$ cat src/rtl/fpa_pkg.sv
// Shared types, constants and helpers for the Q24.8 fixed-point ALU.
// No dependencies; used by every module under rtl/.
package fpa_pkg;

  localparam int WORD_W    = 32;
  localparam int FRAC_BITS = 8;
  // divider: one quotient bit per stage plus a rounding stage
  localparam int DIV_LAT   = WORD_W + 1;
  // multiplier: product stage, rounding stage, then the delay to line up with the divider
  localparam int MUL_DLY   = DIV_LAT - 2;

  typedef logic [WORD_W-1:0] word_t;

  localparam word_t SIGN_W   = {1'b1, {(WORD_W-1){1'b0}}};
  localparam word_t MAXPOS_W = {1'b0, {(WORD_W-1){1'b1}}};
  localparam logic [2*WORD_W-1:0] MUL_HALF = (2*WORD_W)'(1) << (FRAC_BITS - 1);

  typedef enum logic [3:0] {
    CMD_ADD, CMD_SUB, CMD_MUL, CMD_DIV, CMD_EQ, CMD_NE, CMD_GT, CMD_LT,
    CMD_GE, CMD_LE, CMD_MIN, CMD_MAX, CMD_INC, CMD_DEC, CMD_I2F, CMD_F2I
  } cmd_t;

  typedef enum logic [1:0] {
    ST_OK  = 2'd0,
    ST_OVF = 2'd1,
    ST_DZ  = 2'd2
  } status_t;

  // partial remainder, remaining dividend bits, quotient so far, divisor
  typedef struct packed {
    word_t r;
    word_t n;
    word_t q;
    word_t d;
    logic  neg;
    logic  ovf;
  } div_t;

  typedef struct packed {
    cmd_t    cmd;
    word_t   res;
    logic    cmp;
    status_t st;
  } meta_t;

  function automatic word_t encode(input logic neg, input word_t mag);
    return neg ? word_t'(-mag) : mag;
  endfunction

  function automatic word_t sat_val(input logic neg);
    return neg ? SIGN_W : MAXPOS_W;
  endfunction

  function automatic word_t magn(input word_t v);
    return v[WORD_W-1] ? word_t'(-v) : v;
  endfunction

endpackage

$ cat src/rtl/fpa_mul.sv
// Pipelined fixed-point multiplier: product, round and saturate, then alignment delay.
// Depends on fpa_pkg.
module fpa_mul (
  input  logic           clk,
  input  logic           en,
  input  fpa_pkg::word_t x,
  input  fpa_pkg::word_t y,
  input  logic           neg,
  output fpa_pkg::word_t res,
  output logic           ovf
);

  logic [2*fpa_pkg::WORD_W-1:0] p_r;
  logic                         neg_r;
  logic [2*fpa_pkg::WORD_W-1:0] rnd;
  logic [2*fpa_pkg::WORD_W-1:0] sh;
  logic                         sat;
  fpa_pkg::word_t               res_nxt;
  fpa_pkg::word_t               res_r [fpa_pkg::MUL_DLY+1];
  logic                         ovf_r [fpa_pkg::MUL_DLY+1];

  always_comb begin
    rnd     = p_r + fpa_pkg::MUL_HALF;
    sh      = rnd >> fpa_pkg::FRAC_BITS;
    sat     = sh > {{fpa_pkg::WORD_W{1'b0}}, fpa_pkg::sat_val(neg_r)};
    res_nxt = sat ? fpa_pkg::sat_val(neg_r)
                  : fpa_pkg::encode(neg_r, sh[fpa_pkg::WORD_W-1:0]);
  end

  always_ff @(posedge clk) begin
    if (en) begin
      p_r      <= x * y;
      neg_r    <= neg;
      res_r[0] <= res_nxt;
      ovf_r[0] <= sat;
      for (int i = 1; i <= fpa_pkg::MUL_DLY; i++) begin
        res_r[i] <= res_r[i-1];
        ovf_r[i] <= ovf_r[i-1];
      end
    end
  end

  assign res = res_r[fpa_pkg::MUL_DLY];
  assign ovf = ovf_r[fpa_pkg::MUL_DLY];

endmodule

$ cat config.mk
export PLATFORM = sky130hd
export DESIGN_NAME = fpa_mul
export DESIGN_NICKNAME = d
export VERILOG_FILES = /design/src/rtl/fpa_pkg.sv /design/src/rtl/fpa_mul.sv
export SDC_FILE = /design/constraint.sdc
export NUM_CORES = 2
export LEC_CHECK = 0
export ABC_AREA = 1
export ABC_CLOCK_PERIOD_IN_PS = 7100
export BUFFER_PORTS_ARGS = -buffer_cell sky130_fd_sc_hd__buf_4
export CORE_UTILIZATION = 32
export CTS_BUF_LIST = sky130_fd_sc_hd__clkbuf_4 sky130_fd_sc_hd__clkbuf_8
export DETAILED_ROUTE_END_ITERATION = 8
export PLACE_DENSITY = 0.6
export SYNTH_ARGS = -nofsm -noshare
export SYNTH_HDL_FRONTEND = slang
export SYNTH_SLANG_ARGS = --single-unit
export TNS_END_PERCENT = 30
$ cat constraint.sdc
create_clock -name clk -period 7.1 [get_ports clk]
set_input_delay 0.355 -clock clk [delete_from_list [all_inputs] [get_ports clk]]
set_output_delay 0.355 -clock clk [all_outputs]
set_load 0.01 [all_outputs]
* Yosys cells after proc, flatten, opt, wreduce, memory -nomap -nowiden
Memory sizes are Yosys's and may differ from the RTL's.
Cells that the tools add are included.
Widths: inputs -> output; s select.
** Storage, ports and cells
- Flip-flop bits (word level) :: 65
- Memory bits (writable) :: 1056
- Input bits :: 67
- Output and inout bits :: 33
- Logic and storage cells :: 13
- Memories :: 2
** Memories
- res_r :: words 32, width 32, rd ports 32, clocked after Yosys merged registers in 0, wr ports 32, line fpa_mul.sv:19 : fpa_pkg::word_t res_r [fpa_pkg::MUL_DLY+1];
- ovf_r :: words 32, width 1, rd ports 32, clocked after Yosys merged registers in 0, wr ports 32, line fpa_mul.sv:20 : logic ovf_r [fpa_pkg::MUL_DLY+1];
** Operators by class
- $add $sub $neg :: 2
- $mul :: 1
- Order comparisons :: 1
- Multiplexer cells :: 5
** Operators with widths (number)
- $mux 32 :: 3
- $add 64x8->64 const B :: 1
- $mul 32x32->64 :: 1
- $gt 56x32->1 :: 1
- $neg 32->32 :: 1
- $mux 1 :: 2

* Depth between registers and ports, before layout
- Depth after elaboration :: 4
- Gate-level depth with buffers :: 32
- Mapped depth without buffers :: 31

* Worst setup path before layout
Ideal clock, no wire load.
- Path type :: input to register
- Start :: input port x[12]
- End :: register p_r[34] (netlist bit) (data pin)
- Library setup time :: 0.265 ns
- Data arrival time :: 6.402 ns
- Data required time :: 6.835 ns
- Slack :: 0.433 ns
- Stages on the path :: 27
- Path buffers :: 1
- Path through :: clkbuf_1 > nand2_1 > inv_1 > fa_1 > fa_1 > fa_1 > inv_1 > fa_1 > inv_1 > fa_1 > inv_1 > fa_1 > inv_1 > fa_1 > inv_1 > fa_1 > inv_1 > ha_1 > nand2_1 > nor2_1 > inv_1 > nor2_1 > inv_1 > nor4_1 > a21oi_1 > o21ai_0 > xor2_1
** On the way
- Longest elaborated chain between the ends :: 1
** Ends and longest elaborated chain
- from (decl) :: line fpa_mul.sv:6 : input fpa_pkg::word_t x,
- $mul 32x32->64 :: line fpa_mul.sv:32 : p_r <= x * y;
- to (signal assigned) :: line fpa_mul.sv:32
- to (decl) :: line fpa_mul.sv:13 : logic [2*fpa_pkg::WORD_W-1:0] p_r;
Every way passes these cells.
A chain may end at the register's enable or synchronous reset.

* Worst setup path after layout
- Start :: input port y[10]
- End :: register p_r[50] (netlist bit) (data pin)
** On the way
- Longest elaborated chain between the ends :: 1
** Ends and longest elaborated chain
- from (decl) :: line fpa_mul.sv:7 : input fpa_pkg::word_t y,
- $mul 32x32->64 :: line fpa_mul.sv:32
Every way passes these cells.

==> results.py <==
metrics = {
    "critical_path": {
        "r2r_slack_ns": 1.60,
        "crit_required_ns": 7.63,
        "worstSetupStartpointType": "input port",
        "critPathSlowestCell": "fa_1",
        "crit_arrival_ns": 7.14,
        "reg2reg_to": "res_r[0][22]",
        "cp_max_fo": 12,
        "r2r_cells": 17,
        "critPathMostFrequentCell": "fa_1",
        "r2r_start": "p_r[9]",
        "path_class": "input port to flip-flop",
        "path_buf_inv": 7,
        "crit_family": "adder cells",
        "critical_path.max_stage_delay_ns": 0.57,
        "endpoint_kind": "flip-flop",
    },
    "grt": {
        "grt_pass1_wl_um": 258400,
        "grt_max_degree": 188,
        "grt_pass1_vias": 47850,
        "grt_overflow_total": 0,
        "track_usage_pct": 14.28,
        "antenna_found_initial": 4,
    },
    "sta": {
        "finClkSkew_ns": 0.04937,
        "fmax_ghz": 0.1514,
        "fin_crit_ns": 6.606,
        "setup_viol": 0,
        "rsz0062_at_grt": "false",
        "fin_crit_sh_pct": 93.05,
        "fin_hold_ws_ns": 0.1968,
        "drv_slew": 0,
        "relSlewSlack_pct": 27.60,
        "hold_viol_final": 0,
        "tightest_slew_ns": 1.086,
    },
    "run_status": {
        "violations": "DRC",
        "status": "finished, violations left",
    },
    "logic_synthesis": {
        "synth_nets": 7875,
        "ys_seq_area_share_pct": 46.07,
        "ys_ff_latch": 1114,
        "synthArstFlopShare_pct": 0,
        "synthTopCellsByCount": "inv_1, nand2_1, edfxtp_1, fa_1, ha_1",
        "synth.area.top_cells": "edfxtp_1, fa_1, inv_1",
        "synth_area_mm2": 0.07261,
        "ys_types": 39,
        "synthFlopType": "edfxtp_1",
        "synth_top_area_share_pct": 46.07,
        "yosys_warnings": 0,
        "yosys.area.top_type": "edfxtp_1",
        "syn_avg_cell_area_um2": 10.97,
        "synth_cells": 6619,
        "synth.most_common_cell": "inv_1",
        "synth_edf_count": 1114,
    },
    "clock_tree": {
        "post-cts-setup-buffer-count": 0,
        "hold_buffers": 1,
        "cts_tree": "yes",
        "numClockSinks": 1114,
        "htree_levels": 4,
        "clk_pin_slew_worst_paths_ns": 0.06,
        "cts_buffers": 166,
        "clk_latency_ns": 0.82,
        "cts-root-buf": "clkbuf_8",
        "cts_resized": 0,
        "clk_path_buf_depth": 3,
    },
    "floorplanning": {
        "initial_core_util_pct": 32.26,
        "design.core.area_mm2": 0.2251,
        "die_w_um": 478.4,
        "core.rowCount": 174,
        "boundaryPins": 100,
        "die_y_um": 478.4,
        "die_area_mm2": 0.2288,
    },
    "flow_run": {
        "maxCapViolCount": 0,
    },
    "detailed_routing": {
        "routed_wl_um": 159100,
        "wire_per_inst_um": 15.72,
        "vias_per_cell": 4.385,
        "ant_nets": 0,
        "first_iter_violations": 3071,
        "vias": 44350,
        "drtPass1Iterations": 9,
        "drc_errors": 6,
    },
    "place": {
        "dp.cells": 9819,
        "dp_hpwl_um": 126100,
        "gp_congestion": 0.9065,
        "port_buffers": 99,
    },
    "min_path": {
        "min_path_cells": 1,
        "hold_start": "en",
        "min_to": "res_r[1][497]",
        "hp-class": "input port to flip-flop",
    },
    "cells_and_area": {
        "stdcell_count": 10120,
        "fillers": 22180,
        "drive_gt1_share_pct": 10.11,
        "syn_to_final_growth_pct": 13.14,
        "final_nets": 8252,
    },
}
==> flip-flops by register name, summed over array words and instances, names as in the netlist <==
| name | flops |
|---|---|
| neg_r | 1 |
| ovf_r | 32 |
| p_r | 57 |
| res_r | 1024 |
==> worst max path at each step <==
| stage | start | endpoint | cells past startpoint |
|---|---|---|---|
| CTS | y[10] | p_r[56] | 25 |
| finish | y[10] | p_r[50] | 26 |
| global route | y[6] | p_r[63] | 28 |
| detailed placement | y[10] | p_r[56] | 25 |
| floorplan | x[12] | p_r[34] | 27 |
| global placement | y[6] | p_r[63] | 28 |
==> through the flow <==
step	TNS, ns	cell area, µm²	utilization [%]	setup slack, ns
floorplan	0	72610	-	0.4334
global placement	-2.452	78940	35.07	-0.2191
detailed placement	-3.581	78940	35.07	-0.2686
CTS	0	82150	36.49	0.6557
global route	0	82160	36.50	0.2583
finish	0	82160	36.50	0.4935
==> layout make-up <==
| type | count | area (µm²) | area share (%) |
|---|---|---|---|
| flip-flops and latches | 1114 | 33450 | 40.72 |
| multi-input cells | 3549 | 31670 | 38.55 |
| inverters | 1723 | 6469 | 7.874 |
| well taps | 2992 | 3744 | 4.557 |
| repair buffers | 442 | 3616 | 4.401 |
| clock buffers | 227 | 2749 | 3.346 |
| clock inverters | 65 | 445.4 | 0.5422 |
| diodes | 3 | 7.507 | 0.009138 |
==> kinds of logic after synthesis <==
family          Yosys count  synth area share, %
compound gates          243                1.852
xor+xnor                 82               0.9891
fa+ha+maj              1189                29.74
buf+inv                1956                10.31
flops                  1114                46.07
simple gates           2035                11.04
==> layer usage <==
layer	part of all wire, %	vias to the layer above	wire length [µm]	GRT usage (%)
met3	5.1	285	8138	2.136
met4	3.0	2	4780	4.924
met5	0.0088	-	14	0
li1	-	20760	-	-
met2	48	1218	77060	24.26
met1	43	22080	69060	18.53
==> placed cells by master, fill, tap and decap left out, types with 60 or more instances in the layout <==
master	Yosys	routed
inv_1	1720	1720
nand2_1	1580	1580
edfxtp_1	1114	1114
fa_1	895	895
buf_4	36	417
ha_1	294	294
nor2_1	275	275
clkbuf_8	0	167
a21oi_1	110	110
nand3_1	106	106
o21ai_0	66	66
xor2_1	61	61
clkbuf_4	0	60
Power is left out: the tool's default activity adds up to more than one toggle a clock period on the data nets, which glitch-free logic cannot reach.
