## src/rtl/fpa_pkg.sv

```systemverilog
// Shared types, constants and helpers for the Q24.8 fixed-point ALU.
// No dependencies; used by every module under rtl/.
package fpa_pkg;

  localparam int WORD_W    = 32;
  localparam int FRAC_BITS = 8;
  // divider: one quotient bit per stage plus a rounding stage
  localparam int DIV_LAT   = WORD_W + 1;
  // multiplier: product stage, rounding stage, then the delay to line up with the divider
  localparam int MUL_DLY   = DIV_LAT - 2;

  typedef logic [WORD_W-1:0] word_t;

  localparam word_t SIGN_W   = {1'b1, {(WORD_W-1){1'b0}}};
  localparam word_t MAXPOS_W = {1'b0, {(WORD_W-1){1'b1}}};
  localparam logic [2*WORD_W-1:0] MUL_HALF = (2*WORD_W)'(1) << (FRAC_BITS - 1);

  typedef enum logic [3:0] {
    CMD_ADD, CMD_SUB, CMD_MUL, CMD_DIV, CMD_EQ, CMD_NE, CMD_GT, CMD_LT,
    CMD_GE, CMD_LE, CMD_MIN, CMD_MAX, CMD_INC, CMD_DEC, CMD_I2F, CMD_F2I
  } cmd_t;

  typedef enum logic [1:0] {
    ST_OK  = 2'd0,
    ST_OVF = 2'd1,
    ST_DZ  = 2'd2
  } status_t;

  // partial remainder, remaining dividend bits, quotient so far, divisor
  typedef struct packed {
    word_t r;
    word_t n;
    word_t q;
    word_t d;
    logic  neg;
    logic  ovf;
  } div_t;

  typedef struct packed {
    cmd_t    cmd;
    word_t   res;
    logic    cmp;
    status_t st;
  } meta_t;

  function automatic word_t encode(input logic neg, input word_t mag);
    return neg ? word_t'(-mag) : mag;
  endfunction

  function automatic word_t sat_val(input logic neg);
    return neg ? SIGN_W : MAXPOS_W;
  endfunction

  function automatic word_t magn(input word_t v);
    return v[WORD_W-1] ? word_t'(-v) : v;
  endfunction

endpackage

```

## src/rtl/fpa_div_stage.sv

```systemverilog
// One restoring-division step: shifts in one dividend bit, yields one quotient bit.
// Depends on fpa_pkg.
module fpa_div_stage (
  input  logic              clk,
  input  logic              en,
  input  fpa_pkg::div_t     d_in,
  output fpa_pkg::div_t     d_out
);

  fpa_pkg::div_t       st_r;
  fpa_pkg::div_t       st_nxt;
  logic [fpa_pkg::WORD_W:0] trial;
  logic                ge;

  always_comb begin
    trial  = {d_in.r, d_in.n[fpa_pkg::WORD_W-1]};
    ge     = trial >= {1'b0, d_in.d};
    st_nxt = d_in;
    st_nxt.r = ge ? fpa_pkg::WORD_W'(trial - {1'b0, d_in.d})
                  : fpa_pkg::WORD_W'(trial);
    st_nxt.n = {d_in.n[fpa_pkg::WORD_W-2:0], 1'b0};
    st_nxt.q = {d_in.q[fpa_pkg::WORD_W-2:0], ge};
  end

  always_ff @(posedge clk) begin
    if (en) begin
      st_r <= st_nxt;
    end
  end

  assign d_out = st_r;

endmodule

```

## src/rtl/fpa_divider.sv

```systemverilog
// Pipelined fixed-point divider on magnitudes, round half away from zero, saturating.
// Depends on fpa_pkg and fpa_div_stage.
module fpa_divider (
  input  logic           clk,
  input  logic           en,
  input  fpa_pkg::word_t x,
  input  fpa_pkg::word_t d,
  input  logic           neg,
  output fpa_pkg::word_t res,
  output logic           ovf
);

  fpa_pkg::div_t chain [fpa_pkg::WORD_W+1];
  fpa_pkg::word_t res_r, res_nxt;
  logic           ovf_r, ovf_nxt;
  fpa_pkg::div_t  fin;
  logic [fpa_pkg::WORD_W:0] twor;
  logic [fpa_pkg::WORD_W:0] q1;
  logic [fpa_pkg::WORD_W:0] lim;
  logic           up;
  logic           sat;

  // quotient >= 2^WORD_W exactly when the top dividend bits reach the divisor
  always_comb begin
    chain[0].r   = x >> (fpa_pkg::WORD_W - fpa_pkg::FRAC_BITS);
    chain[0].n   = x << fpa_pkg::FRAC_BITS;
    chain[0].q   = '0;
    chain[0].d   = d;
    chain[0].neg = neg;
    chain[0].ovf = (x >> (fpa_pkg::WORD_W - fpa_pkg::FRAC_BITS)) >= d;
  end

  for (genvar i = 0; i < fpa_pkg::WORD_W; i++) begin : g_stage
    fpa_div_stage u_stage (
      .clk   (clk),
      .en    (en),
      .d_in  (chain[i]),
      .d_out (chain[i+1])
    );
  end

  always_comb begin
    fin     = chain[fpa_pkg::WORD_W];
    twor    = {fin.r, 1'b0};
    up      = twor >= {1'b0, fin.d};
    q1      = {1'b0, fin.q} + {{fpa_pkg::WORD_W{1'b0}}, up};
    lim     = {1'b0, fpa_pkg::sat_val(fin.neg)};
    sat     = fin.ovf || (q1 > lim);
    res_nxt = sat ? fpa_pkg::sat_val(fin.neg)
                  : fpa_pkg::encode(fin.neg, q1[fpa_pkg::WORD_W-1:0]);
    ovf_nxt = sat;
  end

  always_ff @(posedge clk) begin
    if (en) begin
      res_r <= res_nxt;
      ovf_r <= ovf_nxt;
    end
  end

  assign res = res_r;
  assign ovf = ovf_r;

endmodule

```

## config.mk

```make
export PLATFORM = sky130hd
export DESIGN_NAME = fpa_divider
export DESIGN_NICKNAME = d
export VERILOG_FILES = /design/src/rtl/fpa_pkg.sv /design/src/rtl/fpa_div_stage.sv /design/src/rtl/fpa_divider.sv
export SDC_FILE = /design/constraint.sdc
export NUM_CORES = 2
export LEC_CHECK = 0
export BUFFER_PORTS_ARGS = -buffer_cell sky130_fd_sc_hd__buf_4
export CAP_MARGIN = 10
export CORE_MARGIN = 10
export CORE_UTILIZATION = 42
export DETAILED_ROUTE_END_ITERATION = 6
export PLACE_DENSITY = 0.7
export SYNTH_ARGS = -nofsm -noshare
export SYNTH_HDL_FRONTEND = slang
export SYNTH_SLANG_ARGS = --single-unit
```

## constraint.sdc

```tcl
create_clock -name clk -period 5.7 [get_ports clk]
set_clock_uncertainty 0.1 [all_clocks]
set_input_delay 0.285 -clock clk [delete_from_list [all_inputs] [get_ports clk]]
set_output_delay 0.285 -clock clk [all_outputs]
set_load 0.03 [all_outputs]
```

### After elaboration in Yosys (flattened, before gate mapping)

Index checks and enable logic that the tools add are counted.

| cells by class | value |
|---|---|
| add/subtract/negate cells | 34 |
| multipliers | 0 |
| div/mod/pow operators | 0 |
| order comparisons | 35 |
| equality and inequality tests | 0 |
| shift operators | 0 |
| mux-type cells | 35 |
| bitwise operators | 0 |
| reductions and logical operators | 1 |

Operators by type and width:

| operator | number |
|---|---|
| 32-bit 2-to-1 mux | 34 |
| 33-bit by 32-bit greater-or-equal comparator with 1-bit output | 32 |
| 32-bit subtractor | 31 |
| 32-bit by 1-bit adder with 33-bit output | 1 |
| 33-bit by 32-bit greater-than comparator with 1-bit output | 1 |
| 8-bit by 32-bit greater-or-equal comparator with 1-bit output | 1 |
| 9-bit by 32-bit greater-or-equal comparator with 1-bit output | 1 |
| 32-bit negation | 1 |
| 9-bit by 32-bit subtractor with 32-bit output | 1 |
| 9-bit 2-to-1 mux | 1 |
| 1-bit logical OR | 1 |

| word-level totals | value |
|---|---|
| flip-flop bits (word level) | 2949 |
| bits in latches | 0 |
| RAM bits | 0 |
| memory bits (read-only) | 0 |
| memories | 0 |

### Logic depth before layout (Yosys ltp)

| logic depth | value |
|---|---|
| word-level depth | 5 |
| depth in mapped cells | 33 |
| depth with buffers taken out | 32 |

### Hierarchy

Synthesis repeated with hierarchy kept, for this count alone.

| second synthesis, totals | value |
|---|---|
| cell total of the unflattened synthesis | 16204 |
| area total of the unflattened synthesis | 205767.3 µm² |

Modules (own cells, without submodules):

| module | times used | cells each | area each (µm²) |
|---|---|---|---|
| fpa_div_stage (g_stage[13].u_stage ...) | 23 | 490 | 6212.2 |
| fpa_div_stage (g_stage[0].u_stage ...) | 8 | 471 | 6439.9 |
| fpa_div_stage (g_stage[21].u_stage) | 1 | 507 | 6229.7 |
| fpa_divider | 1 | 659 | 5137.4 |

### Worst setup path before layout

No wires, ideal clock.

| timing path | value |
|---|---|
| path type | register -> register |
| start | register g_stage[31].u_stage.st_r, in the netlist g_stage[31].u_stage.d_out[115] |
| end | register res_r[4], in the netlist res[4] (data pin) |
| setup time | 0.266 ns |
| arrival | 5.524 ns |
| data required time | 5.334 ns |
| path slack | -0.191 ns |
| cell stages (with the launch flop) | 33 |
| path through | edfxtp_1 -> ha_1 -> a21o_1 -> a21o_1 -> a21o_1 -> a21o_1 -> a21oi_1 -> nor2b_1 -> o21ai_0 -> o211a_1 -> o21ai_0 -> a211o_1 -> ha_1 -> ha_1 -> and2_1 -> and4_1 -> nand2_1 -> nor2_1 -> xnor2_1 -> inv_1 -> ha_1 -> a21o_1 -> a21o_1 -> a21oi_1 -> o21ai_0 -> a21oi_1 -> o31ai_1 -> a21oi_1 -> clkinv_1 -> nor2_1 -> clkbuf_1 -> o21bai_1 -> a21oi_1 |

| on the way | value |
|---|---|
| cells in the longest elaborated chain, start to end | 5 |
| elaborated cells between the ends (all ways) | 7 |

RTL lines:

| element | line | source |
|---|---|---|
| start, declared | fpa_div_stage.sv:10 | `fpa_pkg::div_t st_r;` |
| start signal, assigned | fpa_div_stage.sv:27 | `st_r <= st_nxt;` |
| 33-bit by 32-bit greater-or-equal comparator with 1-bit output | fpa_divider.sv:45 | `up = twor >= {1'b0, fin.d};` |
| 32-bit by 1-bit adder with 33-bit output | fpa_divider.sv:46 | `q1 = {1'b0, fin.q} + {{fpa_pkg::WORD_W{1'b0}}, up};` |
| 33-bit by 32-bit greater-than comparator with 1-bit output | fpa_divider.sv:48 | `sat = fin.ovf \|\| (q1 > lim);` |
| 1-bit logical OR | fpa_divider.sv:48 |  |
| named net ovf_nxt | fpa_divider.sv:15 | `logic ovf_r, ovf_nxt;` |
| 32-bit 2-to-1 mux | fpa_divider.sv:49 | `res_nxt = sat ? fpa_pkg::sat_val(fin.neg)` |
| named net res_nxt[4] | fpa_divider.sv:14 | `fpa_pkg::word_t res_r, res_nxt;` |
| end signal, assigned | fpa_divider.sv:56 | `res_r <= res_nxt;` |
| end, declared | fpa_divider.sv:14 |  |

The timed path passes the listed nets, and every way through them passes these cells.
A chain may end at the register's enable or synchronous reset.

### Final worst setup path

| timing path | value |
|---|---|
| start | register g_stage[31].u_stage.st_r, in the netlist g_stage[31].u_stage.d_out[115] |
| end | register res_r[21], in the netlist res[21] (data pin) |

The elaborated chain is that of the path after synthesis.

==> summary.md <==
| Metric | Value |
|---|---|
| Post-synthesis cell type count | `103` |
| Initial Utilization | `42.1%` |
| Worst path max stage delay | `0.37 ns` |
| LEAKAGE | `0.0708 µW` |
| # clock sinks | `2949` |
| Register area | `0.0886 mm²` |
| Synthesized area per cell | `11.8 µm²` |
| Relative slew slack | `22.4%` |
| Final #Nets | `15004` |
| Final setup margin | `-0.0744 ns` |
| Design Power | `96800 µW` |
| Post-route cell area | `0.176 mm²` |
| Die X | `631 µm` |
| R2R depth | `32` |
| Setup-failing EPs final | `19` |
| Yosys warning count | `0` |
| Die ar. | `0.398 mm²` |
| CP endpoint kind | `register` |
| Slew @ Worst Pin | `1.16 ns` |
| Buf/Inv on CP | `3` |
| Cell depth of the worst hold path | `2` |
| Global-route usage over all layers | `16.6%` |
| Dpl ws | `-0.826 ns` |
| Synth Cell Area | `0.157 mm²` |
| Placed Instances | `18335` |
| Worst-path fanout max | `5` |
| Crit path max-delay family | `compound AO/OA/AOI/OAI gates` |
| Cell Rows | `224` |
| Tcrit/Tclk final | `101%` |
| Register area share after synthesis | `56.5%` |
| Clock Tree Buf Depth | `4` |
| P per Cell Area | `549 mW/mm²` |
| Pin count of the biggest net entering global routing | `193` |
| DR vias/cell | `5.34` |
| RSZ-0062 raised after global routing | `true` |
| Post-Syn Instances | `13328` |
| Asr flop ratio synth | `0%` |
| Antenna viol nets, final | `0` |
| WP data arrival | `6.34 ns` |
| Layout area overhead | `12.6%` |
| H-tree depth | `5` |
| TritonCTS clock tree | `done` |
| Crit-path most repeated cell | `a21o_1` |
| Clock Latency Late Sink | `0.93 ns` |
| Final setup TNS | `-0.946 ns` |
| Overflow left after global routing | `0` |
| #FFs+latches synth | `2949` |
| Io pins | `100` |
| Fmax | `0.173 GHz` |
| Count of final hold-check violations | `0` |
| Slowest stage cell on the critical path | `edfxtp_1` |
| End of the worst hold path | `g_stage[0].u_stage.d_out[87]` |
| Port Buf Inserts | `99` |
| WL/cell | `18.0 µm` |
| Synth Net Count | `14503` |
| Largest cells by area after synthesis | `edfxtp_1 (57%), ha_1 (8.6%), a21oi_1 (3.6%)` |
| Multi-input gate area | `0.0624 mm²` |
| Total CTS buffers | `315` |
| Core Region | `0.372 mm²` |
| Post-Route WL | `344 mm` |
| Crit path time final | `5.77 ns` |
| Worst R2R Setup Slack | `-0.07 ns` |
| Die height | `631 µm` |
| Startpoint of the worst hold path | `x[12]` |
| Initial DRC Count | `7606` |
| FF-to-FF End | `res[21]` |
| RR Startpoint | `g_stage[31].u_stage.d_out[115]` |
| Leading register cell type out of synthesis | `edfxtp_1` |
| Startpoint types | `register` |
| Reg clk slew, reported paths | `0.06 ns` |
| Share of cells above drive strength 1 | `9.67%` |
| Crit path required time | `6.26 ns` |
| EDFF count, synth | `2949` |
| Filler cells | `32845` |
| Post-synth top area share | `56.5%` |
| Cell taking the most area after synthesis | `edfxtp_1` |
| CTS root buffer | `clkbuf_16` |
| Maximum vdd drop | `0.000297 V` |
| Dpl cell area | `0.165 mm²` |
| Number of max-cap violations | `0` |
| Worst hold path class | `primary input to register` |
| Crit path kind | `register to register` |
| Violated checks | `setup timing` |
| Vias in the first global route | `100168` |
| Final HPWL DP | `255 mm` |
| Initial antenna violation count | `4` |
| Vias | `101698` |
| DR DRC count | `0` |
| First-pass GRT wire length | `540 mm` |
| Drt pass-1 iters | `6` |
| Max-slew violations | `0` |
| RD Place Congestion | `0.911` |
| Cell Count, Final, Fillers Out | `19045` |
| Run status | `complete, but fails checks` |
-- sequential cells by signal (all words and copies together), names as in the netlist --
register	cells
ovf	1
g_stage.u_stage.d_out	2916
res	32
-- layout by cell type (no fill, tap or decap), drive strengths merged, types with 157 or more instances in the layout --
cell    Yosys  final
a21o      504    504
a21oi    1130   1130
buf        72    347
clkbuf    203    372
edfxtp   2949   2949
ha       1076   1076
inv      1347   1365
mux2      381    381
nand2     811    811
nand2b    157    157
nand3     242    242
nand4     157    157
nor2      834    834
o21ai     782    782
xnor2     498    498
xor2      348    348
-- kinds of logic (layout without fill, tap and decap cells) --
group / after synthesis / in the layout / share of synthesized area (%)
compound gates: 3425 / 3425 / 13.7
xor+xnor: 846 / 846 / 4.73
fa+ha+maj: 1108 / 1108 / 9.01
buf+inv: 1626 / 2367 / 3.99
flops: 2949 / 2949 / 56.5
mux: 422 / 422 / 3.00
other cells: 0 / 4 / 0
simple gates: 2952 / 2952 / 9.02
-- repair_timing --
item | CTS | global route
endpoints found under the hold margin | 154 | 0
cloned | 1 | 1
buffers inserted | 25 | 15
hold buffers | 111 | 0
gates resized for setup | 50 | 44
pin swaps | 23 | 32
setup endpoints to repair | 33 | 33
-- synth_stat cells (all sizes together) (72+ instances only) --
cell type / instances
a21o: 504
a21oi: 1130
a31oi: 107
and2: 80
and3: 127
buf: 72
clkbuf: 203
edfxtp: 2949
ha: 1076
inv: 1347
mux2: 381
nand2: 811
nand2b: 157
nand3: 242
nand4: 157
nor2: 834
nor2b: 144
nor3: 150
o21a: 137
o21ai: 782
o21bai: 117
o31ai: 82
xnor2: 498
xor2: 348
-- power breakdown --
part / switching (µW) / internal [µW]
logic: 23900 / 18600
clock network: 8540 / 11400
registers: 2950 / 31400
total: 35400 / 61400
-- layer usage --
metal / GRT usage [%] / wire length (µm)
met1: 19.5 / 140000
met2: 30.2 / 174000
met3: 1.87 / 12300
met4: 7.40 / 16900
met5: 0 / 0
-- through the flow --
stage | hold WS [ns] | util [%]
finish | 0.0521 | 47.4
detailed placement | 0.305 | 44.2
CTS | 0.00136 | 47.3
floorplan | 0.284 | -
global route | 0.0364 | 47.4
global placement | 0.300 | 44.2
-- worst max-delay path by stage --
stage	to	startpoint	slack, ns	cells after the start
2_1_floorplan	res[15]	g_stage[31].u_stage.d_out[115]	0.02	31
3_3_place_gp	res[12]	g_stage[31].u_stage.d_out[3]	-0.94	32
3_5_place_dp	res[24]	g_stage[31].u_stage.d_out[3]	-0.83	32
4_1_cts	res[21]	g_stage[31].u_stage.d_out[98]	-0.25	31
6_report	res[21]	g_stage[31].u_stage.d_out[115]	-0.07	32
5_1_grt	res[14]	g_stage[31].u_stage.d_out[98]	-0.37	34
-- final cells by class --
cell class / instances / share of cell area [%]
well taps: 4972 / 3.53
flip-flops and latches: 2949 / 50.2
clock inverters: 186 / 1.01
clock buffers: 371 / 4.66
inverters: 1351 / 2.88
diodes: 4 / 0.00568
repair buffers: 459 / 2.33
multi-input cells: 8753 / 35.4
(Power assumes the default switching activity.)
